## config.mk

```make
export PLATFORM = sky130hd
export DESIGN_NAME = cps_cell
export DESIGN_NICKNAME = d
export VERILOG_FILES = /design/src/sv/cps_pkg.sv /design/src/sv/cps_cell.sv
export SDC_FILE = /design/constraint.sdc
export NUM_CORES = 1
export LEC_CHECK = 0
export BUFFER_PORTS_ARGS = -buffer_cell sky130_fd_sc_hd__buf_2
export CAP_MARGIN = 0
export CORE_AREA = 2 2 73 92
export DETAILED_ROUTE_END_ITERATION = 16
export DIE_AREA = 0 0 75 94
export HOLD_SLACK_MARGIN = 0.02
export PLACE_DENSITY = 0.9
export SYNTH_ARGS = -nofsm -noshare
export SYNTH_HDL_FRONTEND = slang
export SYNTH_SLANG_ARGS = --single-unit
```

## constraint.sdc

```tcl
create_clock -name aclk -period 5.8 [get_ports aclk]
set_input_delay 0.87 -clock aclk [delete_from_list [all_inputs] [get_ports aclk]]
set_output_delay 0.87 -clock aclk [all_outputs]
set_load 0.03 [all_outputs]
```

## src/sv/cps_pkg.sv

```systemverilog
// ----------------------------------------------------------------------------
// Closest pair search package
// Shared payload types, ring control group and sequencer states.
// ----------------------------------------------------------------------------
package cps_pkg;

    localparam int FIELD_W    = 16;
    localparam int IDX_OUT_W  = 8;
    localparam int DIST_OUT_W = 33;

    typedef struct packed {
        logic signed [FIELD_W-1:0] point_x;
        logic signed [FIELD_W-1:0] point_y;
        logic                      last_point;
    } in_t;

    typedef struct packed {
        logic [IDX_OUT_W-1:0]  first_index;
        logic [IDX_OUT_W-1:0]  second_index;
        logic [DIST_OUT_W-1:0] squared_distance;
        logic                  result_valid;
    } out_t;

    typedef struct packed {
        logic load;
        logic shift;
        logic recirc;
    } ring_ctrl_t;

    typedef enum logic [2:0] {
        ST_LOAD,
        ST_ANCHOR,
        ST_SCAN,
        ST_DRAIN,
        ST_OUT
    } state_t;

endpackage

```

## src/sv/cps_cell.sv

```systemverilog
// ----------------------------------------------------------------------------
// Closest pair search ring cell
// Holds one stored point and its index, and moves it towards the head of the
// ring during the search.
// ----------------------------------------------------------------------------
module cps_cell
    import cps_pkg::*;
#(
    parameter int CW         = 16,
    parameter int IW         = 8,
    parameter int LW         = 9,
    parameter int CELL_INDEX = 0
) (
    input  logic          aclk,
    input  ring_ctrl_t    ctrl,
    input  logic [LW-1:0] count,
    input  logic [LW-1:0] len,
    input  logic [CW-1:0] wr_x,
    input  logic [CW-1:0] wr_y,
    input  logic [CW-1:0] nbr_x,
    input  logic [CW-1:0] nbr_y,
    input  logic [IW-1:0] nbr_idx,
    input  logic [CW-1:0] head_x,
    input  logic [CW-1:0] head_y,
    input  logic [IW-1:0] head_idx,
    output logic [CW-1:0] x,
    output logic [CW-1:0] y,
    output logic [IW-1:0] idx
);

    localparam logic [LW-1:0] POS = LW'(CELL_INDEX);
    localparam logic [LW-1:0] END = LW'(CELL_INDEX + 1);
    localparam logic [IW-1:0] OWN = IW'(CELL_INDEX);

    logic [CW-1:0] x_reg, x_next;
    logic [CW-1:0] y_reg, y_next;
    logic [IW-1:0] idx_reg, idx_next;

    always_comb begin
        x_next   = x_reg;
        y_next   = y_reg;
        idx_next = idx_reg;
        if (ctrl.load && count == POS) begin
            x_next   = wr_x;
            y_next   = wr_y;
            idx_next = OWN;
        end else if (ctrl.shift) begin
            if (ctrl.recirc && len == END) begin
                x_next   = head_x;
                y_next   = head_y;
                idx_next = head_idx;
            end else begin
                x_next   = nbr_x;
                y_next   = nbr_y;
                idx_next = nbr_idx;
            end
        end
    end

    always_ff @(posedge aclk) begin
        x_reg   <= x_next;
        y_reg   <= y_next;
        idx_reg <= idx_next;
    end

    assign x   = x_reg;
    assign y   = y_reg;
    assign idx = idx_reg;

endmodule

```

Word level (Yosys, flattened, before mapping)
Cells that the tools add are included.
{"block": "word_totals", "register_bits": 40, "output_inout_bits": 40, "wordCells": 15}
{"block": "op_classes", "eq_ne": 1, "n_mux": 7, "n_reduce_logical": 4}
{"operator": "2-to-1 mux 16 bit", "n": 6}
{"operator": "equality test 9 x 1 -> 1 bit, second input constant", "n": 1}
{"operator": "logical NOT 9 bit", "n": 1}
{"operator": "2-to-1 mux 8 bit", "n": 1}
{"operator": "logical AND 1 bit", "n": 2}
{"operator": "nonzero test 2 bit", "n": 1}

Depth between registers and ports, before layout
Gate-level depths: netlist of the first run.
{"block": "depth", "depth_word": 5, "mapped_depth": 6, "mapped_depth_nobuf": 3}

Least setup slack after synthesis of the first run
No wires, ideal clock.
{"block": "synth_timing", "kind": "input -> register", "startpoint": "input count[1]", "endpoint": "register x_reg[0], in the netlist x[0] (enable)", "t_arrival_ps": 2805, "path_slack_ps": 2605, "path_stages": 5, "cell_sequence": "or4_4 buf_6 or3_1 buf_6 or2b_1"}
{"block": "synth_via", "elab_chain_len": 3}
{"item": "start: declaration", "line_no": "cps_cell.sv:16", "rtl": "input logic [LW-1:0] count,"}
{"item": "logical NOT 9 bit", "line_no": "cps_cell.sv:43", "rtl": "if (ctrl.load && count == POS) begin"}
{"item": "logical AND 1 bit", "line_no": "cps_cell.sv:43"}
{"item": "nonzero test 2 bit (no source line)"}
{"item": "end signal: assignment", "line_no": "cps_cell.sv:61", "rtl": "x_reg <= x_next;"}
{"item": "end: declaration", "line_no": "cps_cell.sv:35", "rtl": "logic [CW-1:0] x_reg, x_next;"}
No other way between the ends.
A chain may end at the register's enable or synchronous reset.

Worst setup path after layout of the first run
{"block": "layout_timing", "startpoint": "input count[1]", "endpoint": "register x_reg[11], in the netlist x[11] (enable)"}
Same word-level chain as after synthesis.

==> impl_metrics.json, run 1 <==
{
  "path_class": "in -> reg",
  "cts_tree": "done",
  "syn_inst": 257,
  "cts_buffers": 5,
  "finalCritPeriodShare": 0.582,
  "crit_required_ns": 5.75,
  "cp-end-kind": "flop",
  "period_needed_ns": 3.38,
  "cts_htree_levels": 2,
  "setup_tns_ns": 0,
  "grt_pass1_wl_mm": 12.4,
  "cts.clk_slew.worst_paths_ns": 0.07,
  "status": "complete, no violations",
  "slew_headroom": 0.292,
  "start_kind": "input port",
  "yosysSeqAreaShare": 0.400,
  "core_area_um2": 6130,
  "port_buffers": 173,
  "avgSynthCellArea_um2": 10.9,
  "fin_ws_ns": 2.42,
  "cts_root_buf": "clkbuf_8",
  "track_usage": 0.230,
  "die_area_um2": 7050,
  "fin_cells": 483,
  "synth_area_um2": 2810,
  "rsz0062_at_grt": "false",
  "syn2layout_area_growth_pct": 21.5,
  "via_per_inst": 6.08,
  "drive_gt1_frac": 0.480,
  "hp-class": "reg -> reg",
  "clkSinkCount": 40,
  "worst_slew_pin_slew_ns": 1.06,
  "ant_nets": 0,
  "max_clock_freq_ghz": 0.296,
  "firstDrtPassIters": 5,
  "drv_cap": 0,
  "synth_cell_type_count": 24,
  "grt_pass1_vias": 2787,
  "wl_mm": 8.20,
  "gp_congestion": 0.841,
  "cellPowerDensity_nw_per_um2": 216,
  "wl_per_cell_um": 17.0,
  "postCtsSetupBuffers": 0,
  "setup_viol": 0,
  "hold_depth": 2,
  "overflow": 0,
  "start_util": 0.458,
  "die_y_um": 94,
  "place_worst_setup_slack_ns": 2.11,
  "cts_max_path_buffers": 2,
  "fin_worst_skew_ns": 0,
  "clock_latency_ns": 0.28,
  "antenna_found_initial": 0,
  "final_hold_viol_count": 0,
  "synth_nets": 391,
  "yosys.area.top_type": "edfxtp_1",
  "leakagePower_nw": 1.30,
  "hold_buffers": 0,
  "io_pins": 174,
  "cp.arrival_ns": 3.32,
  "diodes": 0,
  "yosysTopAreaCellShare": 0.343,
  "post_cts_resized": 0,
  "synth_area_leaders": "edfxtp_1, clkbuf_8, o31ai_1, nand4_1, a31oi_1",
  "nNetsFinal": 531,
  "ys.warnings.count": 0,
  "slew_violations": 0,
  "postLayoutCoreUtil": 0.556,
  "place_hpwl_mm": 5.63,
  "postSynthRegisterBits": 40,
  "r2r_cells": 2,
  "vias": 2935,
  "die_x_um": 75,
  "worst-path-max-fanout": 34,
  "dp.cells": 475,
  "first_iter_violations": 291,
  "num_rows": 32,
  "drc": 0,
  "vdd_drop_max_v": 0.000101,
  "grt_max_degree": 41
}
-- cell type report --
class                   count  area (µm²)
clock buffers               5        68.8
fillers                   545        2720
multi-input cells         172        1170
clock inverters             3        37.5
flip-flops and latches     40        1120
repair buffers            178         903
well taps                  85         106
-- Yosys cell counts --
cell           number
or3_1               1
clkbuf_8           30
or2b_1              1
or4b_2              2
nor2_1              9
nor4b_1             1
buf_4               1
or4_4               1
a31oi_1            32
or2_2               1
o31ai_1            40
nor3_1              1
a311oi_1            8
buf_1               1
nor4_1             32
dfxtp_1             8
or4_1               1
clkbuf_1            4
buf_6               7
dlygate4sd1_1       2
edfxtp_1           32
nand2b_1            1
nor4b_2             1
nand4_1            40
-- metal layers --
| layer | vias up | routed length, µm | track usage |
|---|---|---|---|
| met1 | 1347 | 2990 | 0.277 |
| met5 | - | 0 | 0 |
| met3 | 20 | 738 | 0.0472 |
| met4 | 0 | 177 | 0.106 |
| met2 | 194 | 4300 | 0.383 |
| li1 | 1374 | - | - |
-- critical path, stage by stage --
cell and delay [ns]:
buf_2 0.11, or4_4 0.74, or3_1 0.86, or2b_1 0.35, buf_4 0.37
-- cells in the final DEF, fill, tap and decap left out --
| cell type | count |
|---|---|
| nand4_1 | 40 |
| or3_1 | 1 |
| nor4b_4 | 1 |
| buf_2 | 173 |
| or4_4 | 1 |
| nor2_1 | 8 |
| or2b_1 | 1 |
| edfxtp_1 | 32 |
| nor4b_2 | 1 |
| clkbuf_8 | 5 |
| a31oi_1 | 32 |
| buf_4 | 5 |
| nand2b_1 | 1 |
| o31ai_1 | 40 |
| or2_2 | 1 |
| clkinv_1 | 2 |
| a311oi_1 | 8 |
| dfxtp_1 | 8 |
| or4b_2 | 2 |
| nor4_1 | 32 |
| or4_1 | 1 |
| nor2_4 | 1 |
| bufinv_16 | 1 |
| nor3_1 | 1 |
-- logic make-up (layout without fill, tap and decap cells) --
kind of cell	count (synthesis)	count (layout)	share of synthesized area
compound gates	80	80	0.203
buf+inv	45	186	0.191
flops	40	40	0.400
simple gates	92	92	0.206
-- power by group --
group	switching [W]	internal [W]	total, W
sequential	0.00000725	0.000335	0.000342
clock	0.0000908	0.000125	0.000216
combinational	0.000112	0.0000638	0.000176
total	0.000210	0.000524	0.000735
-- stage by stage --
step | hold WS, ns | total power, W | instance area [µm²]
after global placement | 0.474 | 0.000521 | 3300
after detailed placement | 0.483 | 0.000523 | 3300
after floorplan | 0.604 | 0.000460 | 2810
after CTS | 0.493 | 0.000738 | 3410
final | 0.492 | 0.000735 | 3410
after global routing | 0.515 | 0.000764 | 3410
-- path summary, 6_finish.rpt --
check                   endpoint                 from  slack [ns]
max reg2reg  idx[4]$_SDFFE_PP0P_  idx[4]$_SDFFE_PP0P_        5.08
min          idx[0]$_SDFFE_PP0P_  idx[0]$_SDFFE_PP0P_        0.49
min reg2reg  idx[0]$_SDFFE_PP0P_  idx[0]$_SDFFE_PP0P_        0.49
max              x[11]$_DFFE_PP_             count[1]        2.42
(Power assumes the default switching activity.)
==> run 2, diff against run 1 <==
--- a/config.mk
+++ b/config.mk
@@ -7,11 +7,11 @@
 export LEC_CHECK = 0
 export BUFFER_PORTS_ARGS = -buffer_cell sky130_fd_sc_hd__buf_2
 export CAP_MARGIN = 0
-export CORE_AREA = 2 2 73 92
+export CORE_AREA = 2 2 79 100
 export DETAILED_ROUTE_END_ITERATION = 16
-export DIE_AREA = 0 0 75 94
+export DIE_AREA = 0 0 81 102
 export HOLD_SLACK_MARGIN = 0.02
-export PLACE_DENSITY = 0.9
+export PLACE_DENSITY = 0.82
 export SYNTH_ARGS = -nofsm -noshare
 export SYNTH_HDL_FRONTEND = slang
 export SYNTH_SLANG_ARGS = --single-unit
==> constraint.sdc (replaced) <==
create_clock -name aclk -period 2.85 [get_ports aclk]
set_input_delay 0.4275 -clock aclk [delete_from_list [all_inputs] [get_ports aclk]]
set_output_delay 0.4275 -clock aclk [all_outputs]
set_load 0.03 [all_outputs]
==> run 2 against run 1 <==
  * Register-to-register slack got worse by 3.0 ns
  * Design area increased by 1.2%
  * Clock-buffer cell count increased by 2
  * Combinational power increased by 110%
  * First-iteration DRC count decreased by 20%
  * Global-route usage decreased by 1.3 points
==> impl_metrics.json, run 2 (synthesized netlist as in run 1, its figures left out) <==
{
  "status": "complete, no violations",
  "leakagePower_nw": 1.33,
  "cellPowerDensity_nw_per_um2": 414,
  "slew_headroom": 0.330,
  "final_hold_viol_count": 0,
  "place_hpwl_mm": 6.06,
  "mostFrequentLayoutCell": "buf_2",
  "register_area_um2": 1120,
  "setup_tns_ns": 0,
  "final_area_um2": 3450,
  "firstDrtPassIters": 5,
  "clkSinkCount": 40,
  "finalCritPeriodShare": 0.769,
  "worst_slew_pin_slew_ns": 1.00,
  "place_worst_setup_slack_ns": 0.398,
  "nNetsFinal": 539,
  "postCtsSetupBuffers": 0,
  "cp_top_family": "simple AND/OR/NAND/NOR gates",
  "cts_htree_levels": 2,
  "fin_ws_ns": 0.658,
  "die_area_um2": 8260,
  "crit_slowest_cell": "or4b_2",
  "cts_root_buf": "clkbuf_8",
  "fill_cells": 748,
  "cts_buffers": 5,
  "num_rows": 35,
  "crit_buf_inv": 2,
  "drc": 0,
  "setup_viol": 0,
  "cp-end-kind": "flop",
  "cts.clk_slew.worst_paths_ns": 0.07,
  "wl_mm": 9.24,
  "die_y_um": 102,
  "slew_violations": 0,
  "start_kind": "input port",
  "cts_max_path_buffers": 2,
  "cts_tree": "done",
  "cp.arrival_ns": 2.35,
  "rsz0062_at_grt": "false",
  "diodes": 0,
  "start_util": 0.386,
  "wl_per_cell_um": 18.5,
  "grt_max_degree": 41,
  "grt_pass1_vias": 2978,
  "syn2layout_area_growth_pct": 23.0,
  "drive_gt1_frac": 0.488,
  "hp-class": "in -> reg",
  "via_per_inst": 6.15,
  "ant_nets": 0,
  "post_cts_resized": 0,
  "gp_congestion": 0.818,
  "core_area_um2": 7270,
  "hold_buffers": 0,
  "fin_worst_skew_ns": 0,
  "crit_required_ns": 3.01,
  "first_iter_violations": 233,
  "drv_cap": 0,
  "antenna_found_initial": 0,
  "worst-path-max-fanout": 36,
  "fin_cells": 498,
  "period_needed_ns": 2.19,
  "io_pins": 174,
  "critPathMaxStageDelay_ns": 1.09,
  "vdd_drop_max_v": 0.000193,
  "grt_pass1_wl_mm": 14.0,
  "layout_common_cells": "buf_2, o31ai_1, nand4_1",
  "path_class": "in -> reg",
  "track_usage": 0.217,
  "die_x_um": 81,
  "dpl_cell_area_um2": 3370,
  "multi_input_area_um2": 1170,
  "max_clock_freq_ghz": 0.456,
  "vias": 3062,
  "postLayoutCoreUtil": 0.475,
  "clock_latency_ns": 0.28,
  "dp.cells": 490,
  "path_cells": "buf_2 -> or4b_2 -> buf_4 -> o31ai_1 -> a311oi_1",
  "overflow": 0,
  "port_buffers": 173
}
run 2: area by class of cell:
class,instances,share of cell area
repair buffers,186,0.279
multi-input cells,172,0.339
well taps,92,0.0334
flip-flops and latches,40,0.325
clock inverters,1,0.00109
clock buffers,7,0.0221
run 2: worst paths after layout:
check | start | endpoint | slack, ns | cells after the start
max reg2reg | idx[2]$_SDFFE_PP0P_ | idx[2]$_SDFFE_PP0P_ | 2.10 | 2
min reg2reg | idx[5]$_SDFFE_PP0P_ | idx[5]$_SDFFE_PP0P_ | 0.49 | 2
min | head_idx[5] | idx[5]$_SDFFE_PP0P_ | 0.42 | 3
max | len[7] | idx[1]$_SDFFE_PP0P_ | 0.66 | 5
run 2: metal layers:
layer | global-route usage | part of all wire | up-vias
met2 | 0.378 | 0.51 | 194
met4 | 0.110 | 0.034 | 0
met1 | 0.253 | 0.38 | 1446
met5 | 0 | 0 | -
met3 | 0.0389 | 0.079 | 33
li1 | - | - | 1389
run 2: through the flow:
step	total power (W)	hold WS [ns]
6_report	0.00143	0.416
5_1_grt	0.00149	0.413
4_1_cts	0.00144	0.404
3_5_place_dp	0.00108	0.479
3_3_place_gp	0.00107	0.474
2_1_floorplan	0.000937	0.598
run 2: worst min-delay path, stage by stage:
cell,delay [ns]
buf_2,0.10
nand4_1,0.06
a311oi_1,0.08
run 2: report_power, final:
| group | leakage (nW) | internal (W) | switching (W) |
|---|---|---|---|
| clock | 0.0399 | 0.000171 | 0.000192 |
| combinational | 0.905 | 0.000133 | 0.000236 |
| sequential | 0.381 | 0.000682 | 0.0000144 |
