--- src/sv/cps_dist.sv ---
// ----------------------------------------------------------------------------
// Closest pair search distance unit
// Three-stage pipeline: absolute differences, squares, then sum and
// comparison against the best pair so far.
// ----------------------------------------------------------------------------
module cps_dist #(
    parameter int CW = 16,
    parameter int IW = 8,
    parameter int SW = 33
) (
    input  logic          aclk,
    input  logic          aresetn,
    input  logic          issue,
    input  logic          first,
    input  logic [CW-1:0] ax,
    input  logic [CW-1:0] ay,
    input  logic [IW-1:0] ai,
    input  logic [CW-1:0] bx,
    input  logic [CW-1:0] by,
    input  logic [IW-1:0] bi,
    output logic [IW-1:0] best_i,
    output logic [IW-1:0] best_j,
    output logic [SW-1:0] best_d,
    output logic          busy
);

    logic signed [CW:0] dx_s, dy_s, dx_n, dy_n;
    logic [CW-1:0]      dx_next, dy_next;

    logic               v1_reg, f1_reg;
    logic [CW-1:0]      dx_reg, dy_reg;
    logic [IW-1:0]      i1_reg, j1_reg;

    logic               v2_reg, f2_reg;
    logic [2*CW-1:0]    sqx_reg, sqy_reg, sqx_next, sqy_next;
    logic [IW-1:0]      i2_reg, j2_reg;

    logic [SW-1:0]      sum;
    logic               take;
    logic [IW-1:0]      bi_reg, bj_reg;
    logic [SW-1:0]      bd_reg;

    always_comb begin
        dx_s     = $signed({ax[CW-1], ax}) - $signed({bx[CW-1], bx});
        dy_s     = $signed({ay[CW-1], ay}) - $signed({by[CW-1], by});
        dx_n     = -dx_s;
        dy_n     = -dy_s;
        dx_next  = dx_s[CW] ? dx_n[CW-1:0] : dx_s[CW-1:0];
        dy_next  = dy_s[CW] ? dy_n[CW-1:0] : dy_s[CW-1:0];
        sqx_next = {{CW{1'b0}}, dx_reg} * {{CW{1'b0}}, dx_reg};
        sqy_next = {{CW{1'b0}}, dy_reg} * {{CW{1'b0}}, dy_reg};
        sum      = {1'b0, sqx_reg} + {1'b0, sqy_reg};
        take     = v2_reg && (f2_reg || sum < bd_reg);
    end

    always_ff @(posedge aclk) begin
        if (!aresetn) begin
            v1_reg <= 1'b0;
            v2_reg <= 1'b0;
        end else begin
            v1_reg <= issue;
            v2_reg <= v1_reg;
        end
        f1_reg  <= first;
        dx_reg  <= dx_next;
        dy_reg  <= dy_next;
        i1_reg  <= ai;
        j1_reg  <= bi;
        f2_reg  <= f1_reg;
        sqx_reg <= sqx_next;
        sqy_reg <= sqy_next;
        i2_reg  <= i1_reg;
        j2_reg  <= j1_reg;
        if (take) begin
            bi_reg <= i2_reg;
            bj_reg <= j2_reg;
            bd_reg <= sum;
        end
    end

    assign best_i = bi_reg;
    assign best_j = bj_reg;
    assign best_d = bd_reg;
    assign busy   = v1_reg | v2_reg;

endmodule
--- config.mk ---
export PLATFORM = sky130hd
export DESIGN_NAME = cps_dist
export DESIGN_NICKNAME = d
export VERILOG_FILES = /design/src/sv/cps_dist.sv
export SDC_FILE = /design/constraint.sdc
export NUM_CORES = 1
export LEC_CHECK = 0
export ABC_CLOCK_PERIOD_IN_PS = 8010
export CORE_MARGIN = 3
export CORE_UTILIZATION = 30
export DETAILED_ROUTE_END_ITERATION = 16
export DONT_BUFFER_PORTS = 1
export MAX_ROUTING_LAYER = met4
export PLACE_DENSITY = 0.44
export REMOVE_ABC_BUFFERS = 1
export SLEW_MARGIN = 10
export SYNTH_ARGS = -nofsm -noshare
export SYNTH_HDL_FRONTEND = slang
export SYNTH_SLANG_ARGS = --single-unit
--- constraint.sdc ---
create_clock -name aclk -period 8.01 [get_ports aclk]
set_clock_uncertainty 0.05 [all_clocks]
set_input_delay 0.801 -clock aclk [delete_from_list [all_inputs] [get_ports aclk]]
set_output_delay 0.801 -clock aclk [all_outputs]
set_load 0.02 [all_outputs]
# [After elaboration in Yosys (flattened, before gate mapping)]
# Index checks and enable logic that the tools add are counted.
[word_totals] regBits=181
[classes] add_sub_neg=5 n_mul=2 n_lt_le_gt_ge=1 mux=2 bitwise_logic=1 n_reduce_logical=2
[op_table] cell="multiplier 16 x 16 -> 32 bit" n=2
[op_table] cell="subtractor 16 x 16 -> 17 bit" n=2
[op_table] cell="adder 32 x 32 -> 33 bit" n=1
[op_table] cell="less-than comparator 33 bit" n=1
[op_table] cell="2-to-1 mux 16 bit" n=2
[op_table] cell="negator 16 bit" n=2
[op_table] cell="logical AND 1 bit" n=1
[op_table] cell="logical OR 1 bit" n=1
[op_table] cell="OR 1 bit" n=1

# [Logic depth before layout (Yosys ltp)]
# Gate-level depths: netlist (run 1).
[depth] depth_word=4 mapped_depth=25

# [Worst setup path after synthesis (run 1)]
# No wires, ideal clock.
[synth_path] kind="reg-to-reg" from="register sqx_reg[3]" to="register bd_reg[0] (netlist: best_d[0]) (enable)" t_arrival_ps=6112 t_required_ps=7475 slack_ps=1363 stages_incl_launch_ff=21 n_path_buf=0 path_cell_list="dfxtp_1 -> ha_1 -> a211oi_1 -> o21ai_0 -> a21oi_1 -> o31ai_1 -> a31oi_1 -> nor2b_1 -> o21a_1 -> nor2_1 -> a211oi_1 -> ha_1 -> a21o_1 -> a21o_1 -> a21o_1 -> a21o_1 -> a21o_1 -> a21o_1 -> a21oi_1 -> o211ai_1 -> a31oi_1"
[synth_between] elab_chain_cells=4
[synth_lines] element="start, declared" line="35" source="logic [2*CW-1:0] sqx_reg, sqy_reg, sqx_next, sqy_next;"
[synth_lines] element="start signal, assigned" line="70" source="sqx_reg <= sqx_next;"
[synth_lines] element="adder 32 x 32 -> 33 bit" line="52" source="sum = {1'b0, sqx_reg} + {1'b0, sqy_reg};"
[synth_lines] element="net sum[25]" line="38" source="logic [SW-1:0] sum;"
[synth_lines] element="less-than comparator 33 bit" line="53" source="take = v2_reg && (f2_reg || sum < bd_reg);"
[synth_lines] element="logical OR 1 bit" line="53"
[synth_lines] element="logical AND 1 bit" line="53"
[synth_lines] element="net take" line="39" source="logic take;"
[synth_lines] element="end signal, assigned" line="77" source="bd_reg <= sum;"
[synth_lines] element="end, declared" line="41" source="logic [SW-1:0] bd_reg;"
# The timed path passes the listed nets, and every way through them passes these cells.
# A chain may end at the register's enable or synchronous reset.

# [Worst setup path after layout (run 1)]
[layout_path] from="register dy_reg[9]" to="register sqy_reg[29]"
[layout_between] elab_chain_cells=1
[layout_lines] element="start, declared" line="31" source="logic [CW-1:0] dx_reg, dy_reg;"
[layout_lines] element="start signal, assigned" line="66" source="dy_reg <= dy_next;"
[layout_lines] element="multiplier 16 x 16 -> 32 bit" line="51" source="sqy_next = {{CW{1'b0}}, dy_reg} * {{CW{1'b0}}, dy_reg};"
[layout_lines] element="net sqy_next[29]" line="35"
[layout_lines] element="end signal, assigned" line="71" source="sqy_reg <= sqy_next;"
[layout_lines] element="end, declared" line="35"
# The timed path passes the listed nets, and every way through them passes these cells.

==> impl_metrics.json, run 1 <==
{
  "outcome": "completed",
  "synthToLayoutAreaGrowth_pct": 7.76,
  "critPathCaptureType": "flop",
  "final_net_count": 3155,
  "yosys-top-cells-area": "sky130_fd_sc_hd__fa_1, sky130_fd_sc_hd__ha_1, sky130_fd_sc_hd__dfxtp_1, sky130_fd_sc_hd__inv_1, sky130_fd_sc_hd__edfxtp_1",
  "fmaxAchievable_ghz": 0.141,
  "clock_latency_ns": 0.49,
  "hold_path_class": "flop to flop",
  "grt_first_pass_wirelength_mm": 84.6,
  "tritoncts": "done",
  "worstHoldStart": "i1_reg[2]",
  "placed_inst_area_um2": 24000,
  "routed_via_density": 4.58,
  "antenna_found_initial": 0,
  "startpoint_type": "flop",
  "io_buffer_count": 0,
  "synth-seq-cells": 179,
  "core_region_area_um2": 74900,
  "inserted_clock_buffers": 17,
  "finalSetupViolCount": 0,
  "reg2reg_from": "dy_reg[9]",
  "fill_count": 7691,
  "detailedRoute.firstIterationViolations": 575,
  "ff_latch_area_um2": 4070,
  "reg2reg_depth": 24,
  "synth.top_cell.area_share": 0.286,
  "layout.cells.most_common": "sky130_fd_sc_hd__inv_1",
  "detail_route.wl_per_cell_um": 14.6,
  "worst-setup-path-type": "flop to flop",
  "cts_sinks": 179,
  "buffer_cell_driving_the_clock_tree_root": "sky130_fd_sc_hd__clkbuf_16",
  "initial_utilization": 0.305,
  "largest_register_ffs": 33,
  "holdWs_ns": 0.279,
  "yosysTopAreaCell": "sky130_fd_sc_hd__fa_1",
  "timing.reg2reg.setup_slack_ns": 0.90,
  "whs_endpoint": "i2_reg[2]",
  "timing.final.crit_share": 0.888,
  "hold_depth": 0,
  "finish.instance_area_um2": 24600,
  "num_rows": 100,
  "slowest_stage": "sky130_fd_sc_hd__dfxtp_1",
  "totalNegativeSetupSlack_ns": 0,
  "worst_pin_slew_ns": 0.884,
  "wl_mm": 50.0,
  "gr-usage-all-layers": 0.138,
  "post-route-drc-count": 0,
  "finalHoldViolations": 0,
  "worst-path-max-fanout": 17,
  "yosysWarningCount": 0,
  "worst_reg2reg_path_endpoint": "sqy_reg[29]",
  "postCtsHoldBufs": 0,
  "diodes": 0,
  "grt_overflow": 0,
  "first_global_vias": 17100,
  "cts-resized-gates": 0,
  "syn_area_um2": 22800,
  "synth_cell_types": 69,
  "critical_path.max_stage_delay_ns": 0.81,
  "slew_headroom": 0.410,
  "ios": 134,
  "clkTransAtPathRegs_ns": 0.07,
  "final.min_clock_period_ns": 7.11,
  "dp_hpwl_mm": 42.6,
  "timing.max_cap.violations": 0,
  "worstPathArrival_ns": 7.48,
  "cts.htree.levels": 4,
  "routabilityCongestion": 0.856,
  "grt_start_max_net_pins": 45,
  "edff_count_synth": 49,
  "async_reset_ff_frac": 0,
  "critical_path_required_ns": 8.37,
  "rsz0062_at_grt": "false",
  "die_height_um": 282,
  "area_taken_by_multi_input_logic_gates_um2": 16400,
  "final_max_slew_viol_count": 0,
  "synth_ff_type": "sky130_fd_sc_hd__dfxtp_1",
  "die-area_um2": 79500,
  "drtAntennaViolNets": 0,
  "detailedRoute.firstPassIterationCount": 5,
  "cts-root-to-sink-buffers": 2,
  "critical_path.cell_chain": "and2_1 -> inv_1 -> fa_1 -> inv_1 -> fa_1 -> inv_1 -> fa_1 -> inv_1 -> fa_1 -> fa_1 -> inv_1 -> fa_1 -> inv_1 -> ha_1 -> a211o_1 -> a21oi_1 -> nand2_1 -> a2111oi_0 -> buf_4 -> nor3_1 -> or4_1 -> a31o_2 -> a21oi_1 -> xnor2_1",
  "cts.repair_timing.setup_buffer_count": 0,
  "syn_avg_cell_area_um2": 9.33,
  "seq_area_frac_synth": 0.178,
  "drive_above_1_share": 0.0326,
  "postSynthCellCount": 2450,
  "chipWidth_um": 282,
  "num_vias": 15700,
  "layout_common_cells": "sky130_fd_sc_hd__inv_1, sky130_fd_sc_hd__fa_1, sky130_fd_sc_hd__ha_1"
}
per-stage QoR:
stage,utilization,instances,worst slack (ns)
after floorplan,-,2406,1.36
after global placement,0.321,3391,1.00
after detailed placement,0.321,3391,0.893
after CTS,0.328,3423,0.839
after global routing,0.328,3424,0.425
final,0.328,3424,0.897
critical path, delay by kind of cell (launching register included):
kind                       cells  cell delay (ns)
xor gates and xnor gates       1             0.13
AOI/OAI and AO/OA              5             1.27
and+or+nand+nor                4             0.96
DFF                            1             0.81
buffers and inverters          7             0.52
adders and majority gates      7             3.29
kinds of logic after synthesis:
logic type	Yosys count	share of synthesized area
buffers and inverters	643	0.106
adder cells (fa/ha/maj)	629	0.452
AND/OR/NAND/NOR	515	0.109
AO/OA/AOI/OAI	334	0.0970
flip-flops	179	0.178
XOR/XNOR	145	0.0556
multiplexers	5	0.00241
cell type report:
type	instances	area share
inverters	599	0.0913
well taps	969	0.0492
clock inverters	12	0.00554
repair buffers	17	0.00508
flip-flops and latches	179	0.165
clock buffers	20	0.0185
multi-input cells	1628	0.665
cell usage after synthesis, types with 3 or more instances:
master                        n
sky130_fd_sc_hd__a21boi_0     4
sky130_fd_sc_hd__mux2_2       4
sky130_fd_sc_hd__nand4_1     12
sky130_fd_sc_hd__a31oi_1     10
sky130_fd_sc_hd__xor2_1      34
sky130_fd_sc_hd__or2_2       10
sky130_fd_sc_hd__o221ai_1     3
sky130_fd_sc_hd__and2_1      88
sky130_fd_sc_hd__nor2b_1     19
sky130_fd_sc_hd__and3_1       7
sky130_fd_sc_hd__inv_1      599
sky130_fd_sc_hd__or3_1        9
sky130_fd_sc_hd__nand2_1    188
sky130_fd_sc_hd__fa_1       326
sky130_fd_sc_hd__dfxtp_1    130
sky130_fd_sc_hd__nand3_1     21
sky130_fd_sc_hd__clkbuf_1    42
sky130_fd_sc_hd__o31a_1       3
sky130_fd_sc_hd__o41ai_1      3
sky130_fd_sc_hd__a21oi_1     94
sky130_fd_sc_hd__a221oi_1     3
sky130_fd_sc_hd__a211oi_1    13
sky130_fd_sc_hd__nand2b_1    21
sky130_fd_sc_hd__xnor2_1    111
sky130_fd_sc_hd__edfxtp_1    49
sky130_fd_sc_hd__nor2_1     102
sky130_fd_sc_hd__o211a_1      3
sky130_fd_sc_hd__o2111ai_1    3
sky130_fd_sc_hd__a2111oi_0    7
sky130_fd_sc_hd__a31o_2      10
sky130_fd_sc_hd__o21ai_0     57
sky130_fd_sc_hd__o211ai_1    10
sky130_fd_sc_hd__a21o_1      50
sky130_fd_sc_hd__ha_1       303
sky130_fd_sc_hd__a211o_1      5
sky130_fd_sc_hd__nor3_1      17
sky130_fd_sc_hd__o31ai_1      5
sky130_fd_sc_hd__o21bai_1    20
sky130_fd_sc_hd__nor3b_1      6
sky130_fd_sc_hd__o21a_1      15
how the worst max path moves through the flow:
stage               slack [ns]  cells past startpoint        from           to
floorplan                 1.36                     20  sqx_reg[3]    best_d[0]
global placement          1.00                     24   dy_reg[9]  sqy_reg[29]
finish                    0.90                     24   dy_reg[9]  sqy_reg[29]
CTS                       0.84                     21  dx_reg[12]  sqx_reg[30]
detailed placement        0.89                     21  dx_reg[12]  sqx_reg[30]
global route              0.43                     25   dx_reg[8]  sqx_reg[30]
routing by layer:
metal  up-vias  routed length (um)  share of wire  GRT usage
met5         -                   0              0          -
met3        42                1960          0.039     0.0243
met1      7774               23100           0.46      0.174
li1       7679                   -              -          -
met2       195               24200           0.48      0.227
met4         0                 786          0.016     0.0377
Power of run 1 is not shown: default switching activity piles up to over one toggle a cycle in this logic, so the estimate is an artifact.
==> inputs of run 2 (changes only) <==
Settings changed: CORE_ASPECT_RATIO set to 1.4, CORE_UTILIZATION 30 to 43, HOLD_SLACK_MARGIN set to 0.12, PLACE_DENSITY 0.44 to 0.58.
==> run 2 against run 1 <==
Effect of this change:
- non-clock buffer count decreased by 6
- first-iteration DRC count increased by 7.5%
- worst setup slack got worse by 0.089 ns
- cell count decreased by 7.8%
- clock-buffer cell count decreased by 3
==> impl_metrics.json, run 2 (synthesis gave the netlist of run 1 again) <==
{
  "gr-usage-all-layers": 0.187,
  "detailedRoute.firstPassIterationCount": 7,
  "io_buffer_count": 0,
  "wl_mm": 48.4,
  "cts_sinks": 179,
  "die-area_um2": 56000,
  "detail_route.wl_per_cell_um": 15.3,
  "num_rows": 99,
  "chipWidth_um": 201,
  "diodes": 0,
  "clkTransAtPathRegs_ns": 0.08,
  "cts-resized-gates": 0,
  "buffer_cell_driving_the_clock_tree_root": "sky130_fd_sc_hd__clkbuf_16",
  "clock_latency_ns": 0.48,
  "cts-root-to-sink-buffers": 2,
  "fmaxAchievable_ghz": 0.139,
  "critical_path.max_stage_delay_ns": 0.81,
  "drtAntennaViolNets": 0,
  "ios": 134,
  "place.detailed.instances": 3124,
  "tritoncts": "done",
  "largest_register_ffs": 33,
  "layout_common_cells": "sky130_fd_sc_hd__inv_1, sky130_fd_sc_hd__fa_1, sky130_fd_sc_hd__ha_1",
  "final_max_slew_viol_count": 0,
  "timing.reg2reg.setup_slack_ns": 0.81,
  "inserted_clock_buffers": 17,
  "worstPathArrival_ns": 7.57,
  "num_vias": 15900,
  "finalHoldViolations": 0,
  "critPathCaptureType": "flop",
  "routabilityCongestion": 0.879,
  "outcome": "completed",
  "detailedRoute.firstIterationViolations": 618,
  "first_global_vias": 17300,
  "slowest_stage": "sky130_fd_sc_hd__dfxtp_1",
  "timing.final.crit_share": 0.899,
  "hold_path_class": "flop to flop",
  "slew_headroom": 0.397,
  "finalSetupViolCount": 0,
  "synthToLayoutAreaGrowth_pct": 6.26,
  "post-route-drc-count": 0,
  "drive_above_1_share": 0.0306,
  "critical_path.cell_chain": "and2_1 -> inv_1 -> fa_1 -> inv_1 -> fa_1 -> inv_1 -> fa_1 -> inv_1 -> fa_1 -> fa_1 -> inv_1 -> fa_1 -> inv_1 -> ha_1 -> a211o_1 -> a21oi_1 -> nand2_1 -> a2111oi_0 -> buf_4 -> nor3_1 -> or4_1 -> a31o_2 -> a21oi_1 -> xnor2_1",
  "startpoint_type": "flop",
  "core_region_area_um2": 52400,
  "worst-path-max-fanout": 17,
  "critical_path_required_ns": 8.38,
  "totalNegativeSetupSlack_ns": 0,
  "routed_via_density": 5.04,
  "final.min_clock_period_ns": 7.20,
  "grt_overflow": 0,
  "final_net_count": 3149,
  "dp_hpwl_mm": 40.7,
  "worst_pin_slew_ns": 0.902,
  "initial_utilization": 0.436,
  "timing.max_cap.violations": 0,
  "die_height_um": 279,
  "grt_first_pass_wirelength_mm": 82.6,
  "postCtsHoldBufs": 0,
  "grt_start_max_net_pins": 38,
  "cts.htree.levels": 4,
  "layout.cells.most_common": "sky130_fd_sc_hd__inv_1",
  "rsz0062_at_grt": "false",
  "finish.cell_count_without_fillers": 3156,
  "cts.repair_timing.setup_buffer_count": 0,
  "antenna_found_initial": 0,
  "worst-setup-path-type": "flop to flop"
}
[run 2: changes by cell type in the layout (fill, tap and decap cells not counted), moves of 2 or more]
cell / delta
sky130_fd_sc_hd__buf_4: -5
sky130_fd_sc_hd__clkinv_8: +5
sky130_fd_sc_hd__clkbuf_8: -2
sky130_fd_sc_hd__inv_12: +2
[run 2: worst max-delay path: cells and delay by family, from the launching register on]
family                     cells  cell delay [ns]
adders and majority gates      7             3.30
AOI/OAI and AO/OA              5             1.37
buffers and inverters          7             0.55
DFF                            1             0.81
and+or+nand+nor                4             0.95
xor gates and xnor gates       1             0.13
[run 2: final timing paths]
| check | cells after the start | from | endpoint |
|---|---|---|---|
| max | 24 | dy_reg[5] | sqy_reg[29] |
| min reg2reg | 0 | f1_reg | f2_reg |
| max reg2reg | 24 | dy_reg[5] | sqy_reg[29] |
| min | 0 | f1_reg | f2_reg |
[run 2: layer usage]
layer  vias up  track usage  part of all wire
met5         -            -                 0
met4         0       0.0597             0.023
met3        64       0.0309             0.036
met2       250        0.342              0.54
met1      7902        0.209              0.40
li1       7684            -                 -
[run 2: layout make-up]
class | count | area (um^2)
tap | 707 | 885
timing repair buffer | 11 | 82.6
clock inverter | 15 | 195
sequential | 179 | 4070
fill | 5016 | 28100
multi-input combinational | 1628 | 16400
clock buffer | 17 | 425
inverter | 599 | 2250
[run 2: per-stage QoR]
stage	instance area, um^2	hold slack [ns]	utilization	setup WS, ns
global route	24300	0.253	0.463	0.316
CTS	24300	0.249	0.463	0.751
detailed placement	23700	0.262	0.451	0.784
global placement	23700	0.260	0.451	0.864
floorplan	22700	0.260	-	1.36
finish	24300	0.279	0.463	0.808
Power of run 2 is left out for the same reason.
==> inputs of run 3 (changes only) <==
Settings changed: PLACE_DENSITY 0.58 to unset, PLACE_DENSITY_LB_ADDON set to 0.3.
==> run 3 against run 2 <==
Effect of this change:
- critical path depth is 3 lower
- core utilization is 0.055 points lower
- critical endpoint is now sqx_reg[30]
- non-clock buffer count is 3 higher
- sequential cell count stayed put
==> impl_metrics.json, run 3 (synthesis gave the netlist of run 1 again) <==
{
  "outcome": "completed",
  "diodes": 0,
  "wl_mm": 48.2,
  "io_buffer_count": 0,
  "critical_path.max_stage_delay_ns": 0.76,
  "detailedRoute.firstIterationViolations": 543,
  "hold_path_class": "flop to flop",
  "dp_hpwl_mm": 40.5,
  "worstPathArrival_ns": 7.55,
  "num_vias": 15900,
  "detailedRoute.firstPassIterationCount": 7,
  "grt_start_max_net_pins": 38,
  "grt_overflow": 0,
  "crit_path_start": "dx_reg[12]",
  "drive_above_1_share": 0.0310,
  "cts-resized-gates": 0,
  "initial_utilization": 0.436,
  "final_max_slew_viol_count": 0,
  "tritoncts": "done",
  "critical_path_required_ns": 8.39,
  "critical_path.cell_chain": "nand2_1 -> fa_1 -> inv_1 -> fa_1 -> fa_1 -> fa_1 -> fa_1 -> inv_1 -> fa_1 -> inv_1 -> ha_1 -> nand3_1 -> nor2_1 -> nand2_1 -> o311ai_0 -> buf_4 -> a221oi_1 -> o21ai_0 -> a211oi_1 -> or4b_2 -> nand3_1",
  "inserted_clock_buffers": 17,
  "timing.final.crit_share": 0.895,
  "worst-setup-path-type": "flop to flop",
  "cts_sinks": 179,
  "first_global_vias": 17200,
  "slowest_stage": "sky130_fd_sc_hd__dfxtp_1",
  "clkTransAtPathRegs_ns": 0.08,
  "grt_first_pass_wirelength_mm": 81.5,
  "worstHoldStart": "i1_reg[2]",
  "cts.htree.levels": 4,
  "ios": 134,
  "post-route-drc-count": 0,
  "die-area_um2": 56000,
  "rsz0062_at_grt": "false",
  "layout.cells.most_common": "sky130_fd_sc_hd__inv_1",
  "finalSetupViolCount": 0,
  "die_height_um": 279,
  "core_region_area_um2": 52400,
  "timing.max_cap.violations": 0,
  "final.min_clock_period_ns": 7.17,
  "totalNegativeSetupSlack_ns": 0,
  "cts-root-to-sink-buffers": 2,
  "reg2reg_from": "dx_reg[12]",
  "chipWidth_um": 201,
  "cts.repair_timing.setup_buffer_count": 0,
  "finalHoldViolations": 0,
  "worst-path-max-fanout": 16,
  "drtAntennaViolNets": 0,
  "worst_path_most_repeated_cell": "sky130_fd_sc_hd__fa_1",
  "gr-usage-all-layers": 0.185,
  "buffer_cell_driving_the_clock_tree_root": "sky130_fd_sc_hd__clkbuf_16",
  "routed_via_density": 5.03,
  "startpoint_type": "flop",
  "largest_register_ffs": 33,
  "worst_pin_slew_ns": 0.897,
  "synthToLayoutAreaGrowth_pct": 6.13,
  "layout_common_cells": "sky130_fd_sc_hd__inv_1, sky130_fd_sc_hd__fa_1, sky130_fd_sc_hd__ha_1",
  "detail_route.wl_per_cell_um": 15.3,
  "clock_latency_ns": 0.49,
  "final_net_count": 3152,
  "fmaxAchievable_ghz": 0.139,
  "antenna_found_initial": 0,
  "num_rows": 99,
  "routabilityCongestion": 0.852,
  "postCtsHoldBufs": 0,
  "slew_headroom": 0.401,
  "critPathCaptureType": "flop"
}
[run 3: cell types whose count changed in the layout (fill, tap and decap cells not counted)]
cell / before / now
sky130_fd_sc_hd__buf_4: 11 / 13
sky130_fd_sc_hd__clkinv_2: 0 / 2
sky130_fd_sc_hd__clkbuf_2: 0 / 1
sky130_fd_sc_hd__inv_12: 2 / 0
sky130_fd_sc_hd__clkbuf_1: 0 / 2
sky130_fd_sc_hd__clkinv_8: 6 / 2
sky130_fd_sc_hd__inv_4: 0 / 1
sky130_fd_sc_hd__clkbuf_16: 17 / 18
[run 3: metal layers]
metal	GRT usage	up-vias	wire length, um
li1	-	7682	-
met1	0.207	7923	19800
met2	0.342	243	26100
met3	0.0261	54	1560
met4	0.0507	0	856
met5	-	-	0
[run 3: worst max-delay path: cells and delay by family, from the launching register on]
family                     cells  cell delay, ns
adders and majority gates      7            3.43
and+or+nand+nor                6            1.46
AOI/OAI and AO/OA              4            1.06
DFF                            1            0.76
buffers and inverters          4            0.36
[run 3: cell type report]
class / instances / area (um^2)
fill: 4995 / 28100
sequential: 179 / 4070
clock inverter: 12 / 114
timing repair buffer: 14 / 103
inverter: 599 / 2250
multi-input combinational: 1628 / 16400
tap: 707 / 885
clock buffer: 20 / 458
[run 3: metrics by stage]
| step | cells | area [um^2] | hold WS (ns) | util | setup slack [ns] |
|---|---|---|---|---|---|
| 3_3_place_gp | 3126 | 23700 | 0.260 | 0.452 | 0.976 |
| 2_1_floorplan | 2406 | 22700 | 0.260 | - | 1.36 |
| 6_report | 3159 | 24200 | 0.278 | 0.463 | 0.838 |
| 4_1_cts | 3158 | 24200 | 0.252 | 0.463 | 0.840 |
| 3_5_place_dp | 3126 | 23700 | 0.262 | 0.452 | 0.844 |
| 5_1_grt | 3159 | 24200 | 0.263 | 0.463 | 0.426 |
[run 3: path summary, 6_finish.rpt]
| check | cells after the start | slack (ns) | to |
|---|---|---|---|
| hold / removal | 0 | 0.28 | i2_reg[2] |
| hold reg to reg | 0 | 0.28 | i2_reg[2] |
| setup reg to reg | 21 | 0.84 | sqx_reg[30] |
| setup / recovery | 21 | 0.84 | sqx_reg[30] |
Power of run 3 is left out for the same reason.
